`src/sv/oct_pkg.sv`:
```
// Package for the orthonormal color transform: widths, codes, payload types, coefficient table.
`timescale 1ns / 1ps
`default_nettype none

package oct_pkg;

   // Sample format and derived datapath widths
   localparam int SAMPLE_W = 16;
   localparam int N_CH     = 4;
   localparam int FRAC_W   = 16;                  // Q1.16 coefficients
   localparam int COEF_W   = FRAC_W + 2;          // signed, holds +1.0 for passthrough
   localparam int PROD_W   = SAMPLE_W + COEF_W;
   localparam int ACC_W    = PROD_W + 2;          // sum of four products
   localparam int RND_W    = ACC_W + 1 - FRAC_W;  // rounded sum before saturation

   localparam longint SAMPLE_MAX_L = (longint'(1) << (SAMPLE_W - 1)) - 1;
   localparam longint SAMPLE_MIN_L = -SAMPLE_MAX_L - 1;
   localparam logic signed [RND_W-1:0] RND_MAX = RND_W'(SAMPLE_MAX_L);
   localparam logic signed [RND_W-1:0] RND_MIN = RND_W'(SAMPLE_MIN_L);
   localparam logic signed [SAMPLE_W-1:0] SAMPLE_MAX = SAMPLE_W'(SAMPLE_MAX_L);
   localparam logic signed [SAMPLE_W-1:0] SAMPLE_MIN = SAMPLE_W'(SAMPLE_MIN_L);
   localparam logic signed [ACC_W:0] RND_HALF = (ACC_W + 1)'(longint'(1) << (FRAC_W - 1));

   // Configuration port
   localparam int CSR_IDX_W  = 2;
   localparam int CSR_DATA_W = 2;
   localparam logic [CSR_IDX_W-1:0] CSR_DIRECTION    = CSR_IDX_W'(0);
   localparam logic [CSR_IDX_W-1:0] CSR_CHANNEL_MODE = CSR_IDX_W'(1);

   localparam logic DIR_INVERSE = 1'b0;
   localparam logic DIR_FORWARD = 1'b1;

   typedef enum logic [1:0] {
      MODE_PASS  = 2'd0,
      MODE_THREE = 2'd1,
      MODE_BAYER = 2'd2
   } mode_type;

   // Q1.16 coefficients
   localparam logic signed [COEF_W-1:0] K_ONE  = COEF_W'(65536);
   localparam logic signed [COEF_W-1:0] K_A3   = COEF_W'(37837);
   localparam logic signed [COEF_W-1:0] K_S2   = COEF_W'(46341);
   localparam logic signed [COEF_W-1:0] K_S6   = COEF_W'(26755);
   localparam logic signed [COEF_W-1:0] K_S6X2 = COEF_W'(53510);
   localparam logic signed [COEF_W-1:0] K_H    = COEF_W'(32768);
   localparam logic signed [COEF_W-1:0] N_S2   = COEF_W'(-46341);
   localparam logic signed [COEF_W-1:0] N_S6X2 = COEF_W'(-53510);
   localparam logic signed [COEF_W-1:0] N_H    = COEF_W'(-32768);

   // Payload types
   typedef logic signed [SAMPLE_W-1:0] sample_word_type;

   typedef struct packed {
      sample_word_type sample_a;
      sample_word_type sample_b;
      sample_word_type sample_c;
      sample_word_type sample_d;
   } req_type;

   typedef struct packed {
      sample_word_type result_a;
      sample_word_type result_b;
      sample_word_type result_c;
      sample_word_type result_d;
      logic            clipped;
   } rsp_type;

   // Internal datapath vectors, index 0 is channel a
   typedef logic [N_CH-1:0][SAMPLE_W-1:0]          sample_vec_type;
   typedef logic [N_CH-1:0][N_CH-1:0][COEF_W-1:0]  coef_mat_type;   // [row][col]
   typedef logic [N_CH-1:0][N_CH-1:0][PROD_W-1:0]  prod_mat_type;   // [row][col]
   typedef logic [N_CH-1:0][1:0][ACC_W-1:0]        pair_vec_type;
   typedef logic [N_CH-1:0][ACC_W-1:0]             acc_vec_type;

   // Coefficient matrix for a direction and channel mode; passthrough is identity
   function automatic coef_mat_type coef_matrix(input logic fwd, input logic [1:0] mode);
      coef_mat_type m;
      m = '0;
      case (mode)
         MODE_THREE: begin
            if (fwd == DIR_FORWARD) begin
               m[0][0] = K_A3;  m[0][1] = K_A3;   m[0][2] = K_A3;
               m[1][0] = K_S2;                    m[1][2] = N_S2;
               m[2][0] = K_S6;  m[2][1] = N_S6X2; m[2][2] = K_S6;
            end else begin
               m[0][0] = K_A3;  m[0][1] = K_S2;   m[0][2] = K_S6;
               m[1][0] = K_A3;                    m[1][2] = N_S6X2;
               m[2][0] = K_A3;  m[2][1] = N_S2;   m[2][2] = K_S6;
            end
         end
         MODE_BAYER: begin
            if (fwd == DIR_FORWARD) begin
               m[0][0] = K_H;  m[0][1] = K_H;  m[0][2] = K_H;  m[0][3] = K_H;
                               m[1][1] = K_S2; m[1][2] = N_S2;
               m[2][0] = N_H;  m[2][1] = K_H;  m[2][2] = K_H;  m[2][3] = N_H;
               m[3][0] = N_S2;                                 m[3][3] = K_S2;
            end else begin
               m[0][0] = K_H;                  m[0][2] = N_H;  m[0][3] = N_S2;
               m[1][0] = K_H;  m[1][1] = K_S2; m[1][2] = K_H;
               m[2][0] = K_H;  m[2][1] = N_S2; m[2][2] = K_H;
               m[3][0] = K_H;                  m[3][2] = N_H;  m[3][3] = K_S2;
            end
         end
         default: begin
            m[0][0] = K_ONE; m[1][1] = K_ONE; m[2][2] = K_ONE; m[3][3] = K_ONE;
         end
      endcase
      return m;
   endfunction

endpackage

`default_nettype wire

```
`src/sv/oct_sum.sv`:
```
// Row sum stages: pairwise adds, then the full dot product, each registered.
`timescale 1ns / 1ps
`default_nettype none

module oct_sum (
   input  wire logic                 clock,
   input  wire logic                 load_pair,
   input  wire logic                 load_acc,
   input  wire oct_pkg::prod_mat_type prod,
   output oct_pkg::acc_vec_type       acc_ff
);
   import oct_pkg::*;

   pair_vec_type pair_in;
   pair_vec_type pair_ff;
   acc_vec_type  acc_in;

   // first level: columns 0+1 and 2+3 of each row
   always_comb begin
      for (int r = 0; r < N_CH; r++) begin
         pair_in[r][0] = ACC_W'($signed(prod[r][0])) + ACC_W'($signed(prod[r][1]));
         pair_in[r][1] = ACC_W'($signed(prod[r][2])) + ACC_W'($signed(prod[r][3]));
      end
   end

   // second level: full row sum
   always_comb begin
      for (int r = 0; r < N_CH; r++) begin
         acc_in[r] = pair_ff[r][0] + pair_ff[r][1];
      end
   end

   always_ff @(posedge clock) begin
      if (load_pair) begin
         pair_ff <= pair_in;
      end
      if (load_acc) begin
         acc_ff <= acc_in;
      end
   end

endmodule

`default_nettype wire

```
`config.mk`:
```
export PLATFORM = sky130hd
export DESIGN_NAME = oct_sum
export DESIGN_NICKNAME = d
export VERILOG_FILES = /design/src/sv/oct_pkg.sv /design/src/sv/oct_sum.sv
export SDC_FILE = /design/constraint.sdc
export NUM_CORES = 1
export LEC_CHECK = 0
export ABC_AREA = 1
export BUFFER_PORTS_ARGS = -buffer_cell sky130_fd_sc_hd__buf_4
export CAP_MARGIN = 20
export CORE_AREA = 2 2 292 294
export DETAILED_ROUTE_END_ITERATION = 12
export DIE_AREA = 0 0 294 296
export GPL_TIMING_DRIVEN = 0
export HOLD_SLACK_MARGIN = 0.06
export PLACE_DENSITY = 0.68
export SLEW_MARGIN = 20
export SYNTH_ARGS = -nofsm -noshare
export SYNTH_HDL_FRONTEND = slang
export SYNTH_SLANG_ARGS = --single-unit
```
`constraint.sdc`:
```
create_clock -name clock -period 5.8 [get_ports clock]
set_input_delay 0.87 -clock clock [delete_from_list [all_inputs] [get_ports clock]]
set_output_delay 0.87 -clock clock [all_outputs]
set_load 0.005 [all_outputs]
```
# ---- Yosys cells after proc, flatten, opt, wreduce, memory -nomap -nowiden
# Cells that the tools add are included.
dict set report word_totals {
  n_memories 0
  inputBits 547
  word_cells 24
  ram_bits 0
  mem_bits_ro 0
  register_bits 432
  out_inout_bits 144
  latch_bits 0
}
dict set report op_classes {
  n_mux 0
  n_addsub 12
  bitwise 0
  shift 0
  reduce_logical 0
  mul 0
  div 0
  n_lt_le_gt_ge 0
  n_eq_ne 0
}
# cell n
set op_table {}
lappend op_table {{adder 34 x 34 -> 35 bit} 8}
lappend op_table {{adder 36 bit} 4}

# ---- Longest topological paths before layout
dict set report depth {
  ltp_word 1
  mapped_depth 14
}

# ---- Worst setup path after synthesis
# No wires, ideal clock.
dict set report synth_path {
  path_kind {input-to-reg}
  start {input prod[204] (netlist bit)}
  end {register pair_ff[140] (netlist bit) (data pin)}
  t_required_ns 5.548
  arrival_ns 2.226
  setup_slack_ns 3.322
  stages 13
  path_buffers 0
  cell_sequence {ha_1 > inv_1 > fa_1 > inv_1 > nand3_1 > nand3_1 > nand2_1 > nand2_1 > nand2_1 > nand2_1 > nand2_1 > nand3_1 > nand2_1}
}
# element line
set synth_rtl {}
lappend synth_rtl {{start: declaration} oct_sum.sv:9} ;# input wire oct_pkg::prod_mat_type prod,
lappend synth_rtl {{end signal: assignment} oct_sum.sv:35} ;# pair_ff <= pair_in;
lappend synth_rtl {{end: declaration} oct_sum.sv:15} ;# pair_vec_type pair_ff;

==> summary.md <==
Clocking
- insertion delay to the later sink of the worst-skew pair: 0.60 ns
- hold buffer count at CTS: 0
- TritonCTS buffer count: 50
- number of buffers inserted to repair setup after CTS: 0
- clock tree root buffer cell: sky130_fd_sc_hd__clkbuf_16
- # clock sinks: 424
- clock-pin transition on the worst setup and hold timing paths: 0.05 ns
- CTS resizes: 0
- CTS tree: done
- level count of the clock H-tree: 2
- number of buffers on the longest clock path: 3

Yosys
- Synth Area in Adders: 0.130
- combinational family with the most area after synthesis: simple AND/OR/NAND/NOR gates
- synthesized-area fraction occupied by xor and xnor cells: 0.0439
- Ys Warns: 0
- per-instance average area after synthesis: 6.61 um^2
- number of synthesized register bits: 424
- Mapped Nets: 7257
- post-synthesis mux area share: 0
- Synth cell types: 23
- Syn Inst Count: 6286
- share of the yosys chip area belonging to registers: 0.307
- synthesized cell area: 41500 um^2
- compound-gate portion of the synthesized area: 0.0891
- Synth Area in Simple Gates: 0.331

STA
- Post-Route Hold Slack: 0.546 ns
- Slew @ Worst Pin: 0.725 ns
- final setup fails: 0
- part of the cycle the worst path needs: 0.426
- Clock Skews: 0.0202 ns
- Max transition margin: 0.517
- timing-limited maximum frequency: 405 MHz
- post-layout min period: 2.47 ns
- final hold violations: 0
- final max-slew violation count: 0
- RSZ-0062 raised after global routing: no
- setup total negative slack: 0 ns

Routing
- drt wl/cell: 17.2 um
- DRC violation count after routing: 0
- vias after detailed routing: 42.0k
- detailed-routing iteration count for the pre-antenna-repair pass: 8
- initial detailed-routing violation count: 3024
- overall routed net length: 140000 um
- number of nets with antenna violations after routing: 0
- drt via density: 5.14

Min path
- Hold Path Origin: pair_ff[252]
- Hold Path Sink: acc_ff[108]
- type of the worst min-delay path: reg2reg
- worst hold path depth: 1

Job
- number of max-cap violations: 0

Floorplan
- I/O pins: 691
- area of the core region: 84200 um^2
- total die area: 87000 um^2
- width of the chip: 294 um
- die boundary height: 296 um
- row cnt: 107
- effective utilization at floorplan: 0.493

Worst setup path
- reg-to-reg startpoint: pair_ff[72]
- Worst R2R Setup Slack: 3.37 ns
- Critical Path RT: 6.14 ns
- Crit. End Element: flip-flop
- startpoint type of the worst setup path: input port
- arrival time of the worst setup path: 2.81 ns
- peak fanout along the critical path: 3
- critical setup path kind: in2reg
- endpoint of the most critical register-to-register path: acc_ff[50]
- number of cells traversed by the worst register-to-register path: 9

GRT
- largest net degree at the start of global routing: 103
- initial antenna violation count: 6
- vias in the first global route: 38.9k
- combined global-route utilization of all metal layers: 0.313
- global-route wire length before repair: 211000 um
- gr ovfl total: 0

Pwr
- Leak: 27.0 nW
- Worst IR Drop VDD: 242 uV
- Pwr per Cell Area: 287 nW/um^2

Layout
- synthesis-to-layout area growth: 20.2%
- number of nets in the layout: 8002
- final std cell area, no fill: 49900 um^2
- most used cells in the layout excluding fill and tap cells: sky130_fd_sc_hd__nand2_1, sky130_fd_sc_hd__inv_1, sky130_fd_sc_hd__buf_4, sky130_fd_sc_hd__nor2_1
- leading cell type in the layout, fill and taps excluded: sky130_fd_sc_hd__nand2_1
- post-route non-filler standard cell count: 8167
- share of layout cells above drive strength 1: 0.118
- post-layout utilization of the core: 0.593

Placed design
- cell count after placement: 8069
- Final Wtd Congestion: 1.00
- post-DP HPWL: 121000 um
- placed cell areas: 48200 um^2
- PortBufs: 690

Run status
- outcome: completed

## cell type report
type | count | area (um^2)
flip-flops and latches | 424 | 12700
diodes | 5 | 12.5
clock inverters | 35 | 384
repair buffers | 693 | 5280
well taps | 1090 | 1360
multi-input cells | 4766 | 24700
clock buffers | 58 | 1350
fillers | 8254 | 34300
inverters | 1096 | 4110
## worst max-delay path, cell delays in order
cell                      delay, ns
sky130_fd_sc_hd__buf_4         0.08
sky130_fd_sc_hd__ha_1          0.28
sky130_fd_sc_hd__inv_1         0.09
sky130_fd_sc_hd__fa_1          0.40
sky130_fd_sc_hd__inv_1         0.14
sky130_fd_sc_hd__nand3_1       0.09
sky130_fd_sc_hd__nand3_1       0.18
sky130_fd_sc_hd__nand2_1       0.07
sky130_fd_sc_hd__nand2_1       0.17
sky130_fd_sc_hd__nand2_1       0.07
sky130_fd_sc_hd__nand2_1       0.11
sky130_fd_sc_hd__nand2_1       0.09
sky130_fd_sc_hd__nand3_1       0.10
sky130_fd_sc_hd__nand2_1       0.07
## metal layers
| metal | track usage | part of all wire | routed length [um] | up-vias |
|---|---|---|---|---|
| met1 | 0.415 | 0.43 | 60600 | 18909 |
| li1 | - | - | - | 21519 |
| met3 | 0.0441 | 0.072 | 10100 | 190 |
| met2 | 0.527 | 0.46 | 64800 | 1368 |
| met4 | 0.0981 | 0.033 | 4640 | 4 |
| met5 | 0 | 0.00019 | 27 | - |
## cells in the mapped netlist (all sizes together)
cell       n  area, um^2
nand2   2300        8680
inv     1096        4110
nor2     664        2500
a21oi    424        2120
edfxtp   424       12700
ha       412        5150
nand3    312        1740
o21ai    208        1040
xor2     190        1660
nor3     102         510
o21bai    46         345
nand4     44         275
xnor2     18         158
a21boi    12        90.1
fa        12         240
o21a       8        60.1
and2       6        37.5
a31oi      4        25.0
a21o       2        15.0
nor4       2        12.5
## cells by family after synthesis
kind of cell / Yosys count
fa+ha+maj: 424
buf+inv: 1096
xor+xnor: 208
compound gates: 704
flops: 424
simple gates: 3430
## power by group
group          total (mW)  internal [mW]  leakage (nW)  switching, mW
Clock                3.30           1.98         0.843           1.32
Sequential           4.63           4.32          4.15          0.311
Combinational        6.38           2.33          22.0           4.06
Total                14.3           8.63          27.0           5.69
## state kept, by name, summed over array words and instances, names as in the netlist
signal / flops
acc_ff: 144
pair_ff: 280
## worst max-delay path by stage
| stage | startpoint | end | slack (ns) | cells after the start |
|---|---|---|---|---|
| floorplan | prod[204] | pair_ff[140] | 3.32 | 13 |
| global placement | load_pair | pair_ff[144] | 1.80 | 1 |
| detailed placement | prod[476] | pair_ff[284] | 2.74 | 14 |
| CTS | prod[476] | pair_ff[280] | 3.35 | 14 |
| global route | prod[476] | pair_ff[284] | 3.16 | 14 |
| finish | prod[476] | pair_ff[280] | 3.33 | 14 |
## through the flow
| stage | total power [mW] | worst slack (ns) |
|---|---|---|
| final | 14.3 | 3.33 |
| after global routing | 15.3 | 3.16 |
| after CTS | 14.3 | 3.35 |
| after detailed placement | 11.0 | 2.74 |
| after global placement | 10.9 | 1.80 |
| after floorplan | 8.37 | 3.32 |
(Power assumes the default switching activity.)
