### src/sv/oct_pkg.sv
// Package for the orthonormal color transform: widths, codes, payload types, coefficient table.
`timescale 1ns / 1ps
`default_nettype none

package oct_pkg;

   // Sample format and derived datapath widths
   localparam int SAMPLE_W = 16;
   localparam int N_CH     = 4;
   localparam int FRAC_W   = 16;                  // Q1.16 coefficients
   localparam int COEF_W   = FRAC_W + 2;          // signed, holds +1.0 for passthrough
   localparam int PROD_W   = SAMPLE_W + COEF_W;
   localparam int ACC_W    = PROD_W + 2;          // sum of four products
   localparam int RND_W    = ACC_W + 1 - FRAC_W;  // rounded sum before saturation

   localparam longint SAMPLE_MAX_L = (longint'(1) << (SAMPLE_W - 1)) - 1;
   localparam longint SAMPLE_MIN_L = -SAMPLE_MAX_L - 1;
   localparam logic signed [RND_W-1:0] RND_MAX = RND_W'(SAMPLE_MAX_L);
   localparam logic signed [RND_W-1:0] RND_MIN = RND_W'(SAMPLE_MIN_L);
   localparam logic signed [SAMPLE_W-1:0] SAMPLE_MAX = SAMPLE_W'(SAMPLE_MAX_L);
   localparam logic signed [SAMPLE_W-1:0] SAMPLE_MIN = SAMPLE_W'(SAMPLE_MIN_L);
   localparam logic signed [ACC_W:0] RND_HALF = (ACC_W + 1)'(longint'(1) << (FRAC_W - 1));

   // Configuration port
   localparam int CSR_IDX_W  = 2;
   localparam int CSR_DATA_W = 2;
   localparam logic [CSR_IDX_W-1:0] CSR_DIRECTION    = CSR_IDX_W'(0);
   localparam logic [CSR_IDX_W-1:0] CSR_CHANNEL_MODE = CSR_IDX_W'(1);

   localparam logic DIR_INVERSE = 1'b0;
   localparam logic DIR_FORWARD = 1'b1;

   typedef enum logic [1:0] {
      MODE_PASS  = 2'd0,
      MODE_THREE = 2'd1,
      MODE_BAYER = 2'd2
   } mode_type;

   // Q1.16 coefficients
   localparam logic signed [COEF_W-1:0] K_ONE  = COEF_W'(65536);
   localparam logic signed [COEF_W-1:0] K_A3   = COEF_W'(37837);
   localparam logic signed [COEF_W-1:0] K_S2   = COEF_W'(46341);
   localparam logic signed [COEF_W-1:0] K_S6   = COEF_W'(26755);
   localparam logic signed [COEF_W-1:0] K_S6X2 = COEF_W'(53510);
   localparam logic signed [COEF_W-1:0] K_H    = COEF_W'(32768);
   localparam logic signed [COEF_W-1:0] N_S2   = COEF_W'(-46341);
   localparam logic signed [COEF_W-1:0] N_S6X2 = COEF_W'(-53510);
   localparam logic signed [COEF_W-1:0] N_H    = COEF_W'(-32768);

   // Payload types
   typedef logic signed [SAMPLE_W-1:0] sample_word_type;

   typedef struct packed {
      sample_word_type sample_a;
      sample_word_type sample_b;
      sample_word_type sample_c;
      sample_word_type sample_d;
   } req_type;

   typedef struct packed {
      sample_word_type result_a;
      sample_word_type result_b;
      sample_word_type result_c;
      sample_word_type result_d;
      logic            clipped;
   } rsp_type;

   // Internal datapath vectors, index 0 is channel a
   typedef logic [N_CH-1:0][SAMPLE_W-1:0]          sample_vec_type;
   typedef logic [N_CH-1:0][N_CH-1:0][COEF_W-1:0]  coef_mat_type;   // [row][col]
   typedef logic [N_CH-1:0][N_CH-1:0][PROD_W-1:0]  prod_mat_type;   // [row][col]
   typedef logic [N_CH-1:0][1:0][ACC_W-1:0]        pair_vec_type;
   typedef logic [N_CH-1:0][ACC_W-1:0]             acc_vec_type;

   // Coefficient matrix for a direction and channel mode; passthrough is identity
   function automatic coef_mat_type coef_matrix(input logic fwd, input logic [1:0] mode);
      coef_mat_type m;
      m = '0;
      case (mode)
         MODE_THREE: begin
            if (fwd == DIR_FORWARD) begin
               m[0][0] = K_A3;  m[0][1] = K_A3;   m[0][2] = K_A3;
               m[1][0] = K_S2;                    m[1][2] = N_S2;
               m[2][0] = K_S6;  m[2][1] = N_S6X2; m[2][2] = K_S6;
            end else begin
               m[0][0] = K_A3;  m[0][1] = K_S2;   m[0][2] = K_S6;
               m[1][0] = K_A3;                    m[1][2] = N_S6X2;
               m[2][0] = K_A3;  m[2][1] = N_S2;   m[2][2] = K_S6;
            end
         end
         MODE_BAYER: begin
            if (fwd == DIR_FORWARD) begin
               m[0][0] = K_H;  m[0][1] = K_H;  m[0][2] = K_H;  m[0][3] = K_H;
                               m[1][1] = K_S2; m[1][2] = N_S2;
               m[2][0] = N_H;  m[2][1] = K_H;  m[2][2] = K_H;  m[2][3] = N_H;
               m[3][0] = N_S2;                                 m[3][3] = K_S2;
            end else begin
               m[0][0] = K_H;                  m[0][2] = N_H;  m[0][3] = N_S2;
               m[1][0] = K_H;  m[1][1] = K_S2; m[1][2] = K_H;
               m[2][0] = K_H;  m[2][1] = N_S2; m[2][2] = K_H;
               m[3][0] = K_H;                  m[3][2] = N_H;  m[3][3] = K_S2;
            end
         end
         default: begin
            m[0][0] = K_ONE; m[1][1] = K_ONE; m[2][2] = K_ONE; m[3][3] = K_ONE;
         end
      endcase
      return m;
   endfunction

endpackage

`default_nettype wire

### src/sv/oct_round.sv
// Output stage: round to nearest, saturate, flag clipping, register the result.
`timescale 1ns / 1ps
`default_nettype none

module oct_round (
   input  wire logic                clock,
   input  wire logic                load,
   input  wire oct_pkg::acc_vec_type acc,
   output oct_pkg::rsp_type          result_ff
);
   import oct_pkg::*;

   logic signed [ACC_W:0]      biased [N_CH];
   logic signed [RND_W-1:0]    rnd    [N_CH];
   logic [N_CH-1:0][SAMPLE_W-1:0] sat;
   logic [N_CH-1:0]            clip;
   rsp_type                    result_in;

   // add one half, floor shift, clamp to the sample range
   always_comb begin
      for (int r = 0; r < N_CH; r++) begin
         biased[r] = (ACC_W + 1)'($signed(acc[r])) + RND_HALF;
         rnd[r]    = $signed(biased[r][ACC_W:FRAC_W]);
         if (rnd[r] > RND_MAX) begin
            sat[r]  = SAMPLE_MAX;
            clip[r] = 1'b1;
         end else if (rnd[r] < RND_MIN) begin
            sat[r]  = SAMPLE_MIN;
            clip[r] = 1'b1;
         end else begin
            sat[r]  = rnd[r][SAMPLE_W-1:0];
            clip[r] = 1'b0;
         end
      end
   end

   always_comb begin
      result_in.result_a = sat[0];
      result_in.result_b = sat[1];
      result_in.result_c = sat[2];
      result_in.result_d = sat[3];
      result_in.clipped  = |clip;
   end

   always_ff @(posedge clock) begin
      if (load) begin
         result_ff <= result_in;
      end
   end

endmodule

`default_nettype wire

### config.mk
export PLATFORM = sky130hd
export DESIGN_NAME = oct_round
export DESIGN_NICKNAME = d
export VERILOG_FILES = /design/src/sv/oct_pkg.sv /design/src/sv/oct_round.sv
export SDC_FILE = /design/constraint.sdc
export NUM_CORES = 1
export LEC_CHECK = 0
export ABC_AREA = 1
export BUFFER_PORTS_ARGS = -buffer_cell sky130_fd_sc_hd__buf_2
export CORE_ASPECT_RATIO = 0.75
export CORE_MARGIN = 4
export CORE_UTILIZATION = 50
export DETAILED_ROUTE_END_ITERATION = 10
export GPL_TIMING_DRIVEN = 0
export PLACE_DENSITY = 0.87
export SLEW_MARGIN = 40
export SYNTH_ARGS = -nofsm -noshare
export SYNTH_HDL_FRONTEND = slang
export SYNTH_SLANG_ARGS = --single-unit
### constraint.sdc
create_clock -name clock -period 3.14 [get_ports clock]
set_input_delay 0.314 -clock clock [delete_from_list [all_inputs] [get_ports clock]]
set_output_delay 0.314 -clock clock [all_outputs]
set_load 0.02 [all_outputs]
* Yosys cells after proc, flatten, opt, wreduce, memory -nomap -nowiden
Index checks and enable logic that the tools add are counted.
Word-level totals: register bits 65, memories kept 0, output and inout port bits 65, bits in read-only memories 0, bits in writable memories 0, bits of input ports 146, word-level logic and storage cells 30, bits in latches 0
Operators by class: bitwise operators 0, equal/unequal tests 0, $add $sub $neg 4, divide/modulo/power cells 0, multiplexer cells 12, multipliers 0, reductions and logical operators 1, order comparisons 8, shifts and indexed selects 0
Operators with widths (number):
- 36-bit by 17-bit adder with 37-bit output (second input constant) | 4
- 21-bit by 16-bit greater-than comparator with 1-bit output (second input constant) | 4
- 21-bit by 16-bit less-than comparator with 1-bit output (second input constant) | 4
- 16-bit two-way mux | 4
- 1-bit two-way mux | 8
- 4-bit OR reduction | 1

* Logic depth before layout (Yosys ltp)
Gate-level depths: netlist (run 1).
depth in word-level cells 5, gate-level depth with buffers 15, mapped depth without buffers 15

* Worst setup path after synthesis (run 1)
Ideal clock, no wire load.
kind input to register, from in acc[87] in the netlist's numbering, to reg result_ff[0] in the netlist's numbering (data pin), required time 2.886 ns, path slack 1.361 ns, arrival time 1.524 ns, path buffers 0, library setup time 0.254 ns, stages 14, cell sequence ha_1 -> nand2_1 -> nor2_4 -> nand2_4 -> nor2_8 -> nand3_1 -> nand2_1 -> nand2_1 -> nor2_1 -> nand2_1 -> nand2_2 -> nand2_1 -> nor2_1 -> nand2_1
RTL lines:
- from (decl) | RTL line oct_round.sv:8 | input wire oct_pkg::acc_vec_type acc,
- to (signal assigned) | RTL line oct_round.sv:47 | result_ff <= result_in;
- to (decl) | RTL line oct_round.sv:9 | output oct_pkg::rsp_type result_ff

==> results of run 1 <==
-- cell type report --
| class | instances | area [µm²] |
|---|---|---|
| repair buffers | 150 | 757 |
| plain buffers | 8 | 111 |
| inverters | 60 | 225 |
| well taps | 132 | 165 |
| clock buffers | 9 | 225 |
| multi-input cells | 518 | 2770 |
| flip-flops and latches | 65 | 1950 |
| clock inverters | 7 | 37.5 |
| fillers | 849 | 3530 |
-- worst paths after layout --
kind                  from                          end  slack, ps  cells after the start
hold / removal    acc[143]  result_ff[16]$_SDFFCE_PN0P_        360                      3
setup / recovery   acc[51]       result_ff[0]$_DFFE_PP_       1260                     15
-- logic make-up after synthesis --
family                   synth area share, %
AO/OA/AOI/OAI                           2.05
XOR/XNOR                                6.75
adder cells (fa/ha/maj)                0.990
buffers and inverters                   6.66
flip-flops                              38.6
AND/OR/NAND/NOR                         45.0
-- metal layers --
| metal | vias to the layer above | track usage [%] | wire length, µm |
|---|---|---|---|
| met2 | 170 | 32.7 | 5400 |
| met3 | 9 | 4.80 | 921 |
| li1 | 2392 | - | - |
| met4 | 0 | 4.10 | 82 |
| met5 | - | 0 | 0 |
| met1 | 2048 | 27.6 | 5510 |
-- layout by cell type (no fill, tap or decap), types with 12 or more instances in the layout --
cell type  instances
nand2_1          220
buf_2            149
nor2_1            74
edfxtp_1          65
inv_1             52
nand2_2           49
nand3_1           38
xor2_1            25
nor2_2            17
xnor2_1           14
nor2_4            12
-- cell usage after synthesis --
cell / instances / area (µm²)
o21ai_0: 1 / 5.00
nand2_4: 6 / 67.6
inv_1: 52 / 195
a21boi_1: 1 / 7.51
nor2_1: 74 / 278
o21ai_2: 1 / 8.76
or2_2: 11 / 68.8
nand2_1: 220 / 826
o21bai_1: 2 / 15.0
buf_6: 5 / 56.3
nand2b_1: 1 / 6.26
buf_12: 2 / 40.0
nand3_2: 9 / 90.1
o21ai_1: 4 / 20.0
o211ai_1: 2 / 15.0
nand3_4: 1 / 17.5
nor3_1: 6 / 30.0
nand3b_1: 6 / 45.0
and2_1: 1 / 6.26
xor2_1: 25 / 219
ha_1: 4 / 50.1
xnor2_1: 14 / 123
o21ai_4: 2 / 32.5
nand3_1: 38 / 190
inv_2: 8 / 30.0
buf_8: 1 / 15.0
nor2_4: 12 / 135
nor2_2: 17 / 106
nor2_8: 2 / 40.0
nand4_1: 8 / 50.1
edfxtp_1: 65 / 1950
nor3_2: 1 / 10.0
nand2_2: 49 / 307
-- metrics by stage --
step / utilization [%] / setup slack, ps / cells / hold slack (ps)
after floorplan: - / 1360 / 651 / 426
after global placement: 61.1 / 970 / 933 / 688
after detailed placement: 61.1 / 949 / 933 / 697
after CTS: 63.8 / 1280 / 949 / 357
after global routing: 63.9 / 1030 / 949 / 379
final: 63.9 / 1260 / 949 / 365
-- where the power goes --
group | internal, W | switching, W
clock network | 0.000523 | 0.000355
logic | 0.000194 | 0.000361
registers | 0.00105 | 0.0000204
==> impl_metrics.py, run 1 <==
metrics = {
    "status": {
        "outcome": "completed",
    },
    "layout": {
        "syn_to_final_growth_pct": 23.4,
        "drive_gt1_share_pct": 35.6,
        "final_cell_area_mm2": 0.00624,
        "fin_nets": 962,
        "reg.largest.list": "result_ff: 65 flops",
        "largest_reg_flops": 65,
        "regMostFlops": "result_ff",
        "diodes": 0,
    },
    "placement": {
        "gp_congestion": 0.924,
        "numPortBuffers": 150,
        "place_area_mm2": 0.00598,
        "dp_hpwl_um": 9510,
    },
    "floorplan": {
        "io_pins": 211,
        "dieArea_mm2": 0.0118,
        "die_h_um": 95.1,
        "initial_core_util_pct": 51.7,
        "rows": 31,
        "core-area_mm2": 0.00977,
        "die_w_um": 124,
    },
    "clock_network": {
        "cts_resized": 0,
        "clk_path_buf_depth": 2,
        "cts.clk_slew.worst_paths_ps": 50,
        "root_buffer": "clkbuf_16",
        "holdBufCountCts": 0,
        "cts_tree": "yes",
        "post_cts_buffers": 0,
        "cts_buffers": 9,
        "htreeDepth": 3,
        "clock-sinks": 65,
    },
    "grt": {
        "grt_max_degree": 66,
        "antenna_found_initial": 0,
        "grt_pass1_vias": 4213,
        "grt_usage_pct": 20.1,
        "grt_first_pass_wirelength_um": 19100,
        "grt_overflow": 0,
    },
    "logic_synthesis": {
        "syn_nets": 801,
        "syn_area_per_cell_um2": 7.77,
        "seq_area_frac_synth_pct": 38.6,
        "yosys_warnings": 0,
        "postSynthCellCount": 651,
        "netlist_area_mm2": 0.00506,
        "synth_cell_types": 33,
        "ys_ff_latch": 65,
    },
    "sta": {
        "hold_violations": 0,
        "setup_violations": 0,
        "relSlewSlack_pct": 60.4,
        "final_max_slew_viol_count": 0,
        "rsz0062_at_grt": "no",
        "period_share_pct": 59.8,
        "tightestPinTransition_ps": 594,
        "tns_ps": 0,
        "max_freq_mhz": 533,
        "period_minus_slack_ps": 1880,
    },
    "power_and_ir_drop": {
        "power_density_mw_per_mm2": 401,
        "finalPower_w": 0.00250,
        "power.leakage_nw": 2.92,
        "vdd_drop_max_v": 0.000220,
    },
    "detailed_routing": {
        "drtIter0Drc": 205,
        "drc": 0,
        "viasPerCell": 4.87,
        "vias": 4619,
        "ant_nets": 0,
        "wirelength_um": 11900,
        "dr.pass1.iters": 5,
        "wl_per_cell_um": 12.6,
    },
    "critical_path": {
        "path_cells": "buf_2, ha_1, nand2_2, nor2_4, nand2_1, nor2_1, nor2_1, nor2_1, nand2_1, nor2_1, nand2_1, nand2_2, nand2_1, nor2_1, nand2_1",
        "critPathMaxStageDelay_ps": 220,
        "cp-start-kind": "input port",
        "cpLargestDelayFamily": "simple AND/OR/NAND/NOR gates",
        "crit_buf_inv": 1,
        "critPathArrivalTime_ps": 1950,
        "worstPathMaxFanout": 7,
        "critPathRequiredTime_ps": 3210,
        "cp_slowest_cell": "ha_1",
        "critPathCaptureType": "flip-flop",
        "worstSetupPathType": "in -> reg",
    },
    "worst_hold_path": {
        "hold_path.class": "in -> reg",
    },
    "run": {
        "drv_cap": 0,
    },
}
Note: power is estimated with default switching activity, not from simulation.
==> run 2: changes to the inputs <==
Settings changed: CORE_UTILIZATION 50 to 45, PLACE_DENSITY 0.87 to 0.83.
Clock period 3.14 ns to 1.57 ns, I/O delays scaled along.
==> run 2 against run 1 <==
Against the previous run:
- sequential power up 100%
- worst hold slack worse by 140 ps
- power up 120%
==> impl_metrics.py, run 2 (synthesis gave the netlist of run 1 again) <==
metrics = {
    "grt": {
        "grt.busiest_layer": "met2",
        "grt_first_pass_wirelength_um": 20300,
        "antenna_found_initial": 0,
        "grt_pass1_vias": 4264,
        "grt_max_degree": 66,
        "grt_usage_pct": 19.6,
        "grt_overflow": 0,
        "grt_use_met3_pct": 4.10,
        "grt_util_met2_pct": 31.7,
        "use_met1_pct": 26.8,
    },
    "layout": {
        "largest_reg_flops": 65,
        "final_cell_area_mm2": 0.00677,
        "diodes": 0,
        "drive_gt1_share_pct": 42.0,
        "finalNonFillerCells": 985,
        "final_common_cell": "nand2_1",
        "syn_to_final_growth_pct": 33.8,
        "n_fill_cell": 952,
        "fin_nets": 991,
        "reg.largest.list": "result_ff: 65 flops",
        "most-common-layout-cells": "204 x nand2_1, 143 x buf_2, 65 x edfxtp_1, 64 x nor2_1, 56 x nand2_2",
        "regMostFlops": "result_ff",
    },
    "power_and_ir_drop": {
        "power_switching_w": 0.00156,
        "p_comb_share_pct": 22.3,
        "seqPwrFrac_pct": 38.9,
        "power.leakage_nw": 3.16,
        "internal_power_w": 0.00393,
        "swShare_pct": 28.4,
        "p_clk_share_pct": 38.7,
        "power_density_mw_per_mm2": 811,
        "vdd_drop_max_v": 0.000543,
    },
    "sta": {
        "final_max_slew_viol_count": 0,
        "period_share_pct": 97.9,
        "period_minus_slack_ps": 1540,
        "relSlewSlack_pct": 59.4,
        "timing.final.ws_setup_ps": 32.7,
        "hold_violations": 0,
        "max_freq_mhz": 651,
        "tightestPinTransition_ps": 609,
        "rsz0062_at_grt": "yes",
        "setup_violations": 0,
    },
    "detailed_routing": {
        "vias": 4795,
        "wl_per_cell_um": 13.7,
        "drc": 0,
        "ant_nets": 0,
        "viasPerCell": 4.87,
        "wirelength_um": 13500,
        "drtIter0Drc": 252,
        "dr.pass1.iters": 5,
    },
    "worst_hold_path": {
        "holdPathStages": 3,
        "hold_path.class": "in -> reg",
    },
    "clock_network": {
        "root_buffer": "clkbuf_16",
        "holdBufCountCts": 0,
        "cts.clk_slew.worst_paths_ps": 60,
        "clock-sinks": 65,
        "clk_path_buf_depth": 2,
        "cts_buffers": 9,
        "cts_tree": "yes",
        "htreeDepth": 3,
    },
    "critical_path": {
        "path_cells": "buf_2, ha_4, nand2_4, nor2_4, nand3_2, nor2_1, nand2_1, nand2_1, nand2_1, nor2_2, nand2_2, nand2_4, nand2_1, nor2_2, nand2_1",
        "cp_slowest_cell": "ha_4",
        "cpMostUsedCell": "nand2_1",
        "critPathMaxStageDelay_ps": 150,
        "critPathArrivalTime_ps": 1620,
        "worstPathMaxFanout": 3,
        "critPathRequiredTime_ps": 1660,
        "cp-start-kind": "input port",
        "critPathCaptureType": "flip-flop",
        "worstSetupPathType": "in -> reg",
    },
    "floorplan": {
        "core-area_mm2": 0.0109,
        "dieArea_mm2": 0.0130,
        "rows": 33,
        "io_pins": 211,
        "die_h_um": 99.8,
        "initial_core_util_pct": 46.2,
        "die_w_um": 130,
    },
    "placement": {
        "numPortBuffers": 150,
        "post-place-ws_ps": -497,
        "dp_hpwl_um": 10000,
        "place_area_mm2": 0.00607,
        "gp_congestion": 0.910,
        "place_inst": 941,
    },
    "run": {
        "drv_cap": 0,
    },
    "status": {
        "outcome": "completed",
    },
}
[run 2: metal layers]
layer / share of wire, % / up-vias
li1: - / 2446
met1: 45 / 2160
met2: 47 / 175
met3: 6.9 / 14
met4: 1.3 / 0
met5: 0 / -
[run 2: stage by stage]
stage | util (%) | total power (W) | hold slack (ps) | TNS (ps)
after floorplan | - | 0.00284 | 269 | -375
after global placement | 55.4 | 0.00328 | 517 | -23730
after detailed placement | 55.4 | 0.00331 | 522 | -20080
after CTS | 59.2 | 0.00547 | 201 | 0
after global routing | 61.8 | 0.00573 | 237 | -1390
final | 61.8 | 0.00549 | 228 | 0
[run 2: what timing repair did]
action                                 CTS  global route
resized for setup                        6            47
pin swaps                               12            40
setup endpoints to repair               33            49
setup buffers                           11            17
endpoints found under the hold margin    0             0
cloned                                   0             1
[run 2: critical path: cells and delay by family]
family | cells | cell delay [ps]
adder cells (fa/ha/maj) | 1 | 150
buffers and inverters | 1 | 120
AND/OR/NAND/NOR | 13 | 1190
[run 2: power by group through the flow]
stage	combinational, W	sequential, W	clock, W
3_3_place_gp	0.00112	0.00216	0
5_1_grt	0.00134	0.00215	0.00224
3_5_place_dp	0.00114	0.00217	0
6_report	0.00122	0.00214	0.00213
2_1_floorplan	0.000468	0.00237	0
4_1_cts	0.00116	0.00214	0.00217
[run 2: layout make-up]
cell class | count | area (µm²) | area share (%)
inverters | 60 | 225 | 3.33
multi-input cells | 518 | 2960 | 43.7
flip-flops and latches | 65 | 1950 | 28.8
clock buffers | 10 | 229 | 3.38
plain buffers | 8 | 115 | 1.70
well taps | 140 | 175 | 2.59
clock inverters | 5 | 81.3 | 1.20
repair buffers | 179 | 1030 | 15.2
[run 2: final timing paths]
path,endpoint,startpoint,slack [ps]
hold / removal,result_ff[16]$_SDFFCE_PN0P_,acc[143],230
setup / recovery,result_ff[0]$_DFFE_PP_,acc[15],30
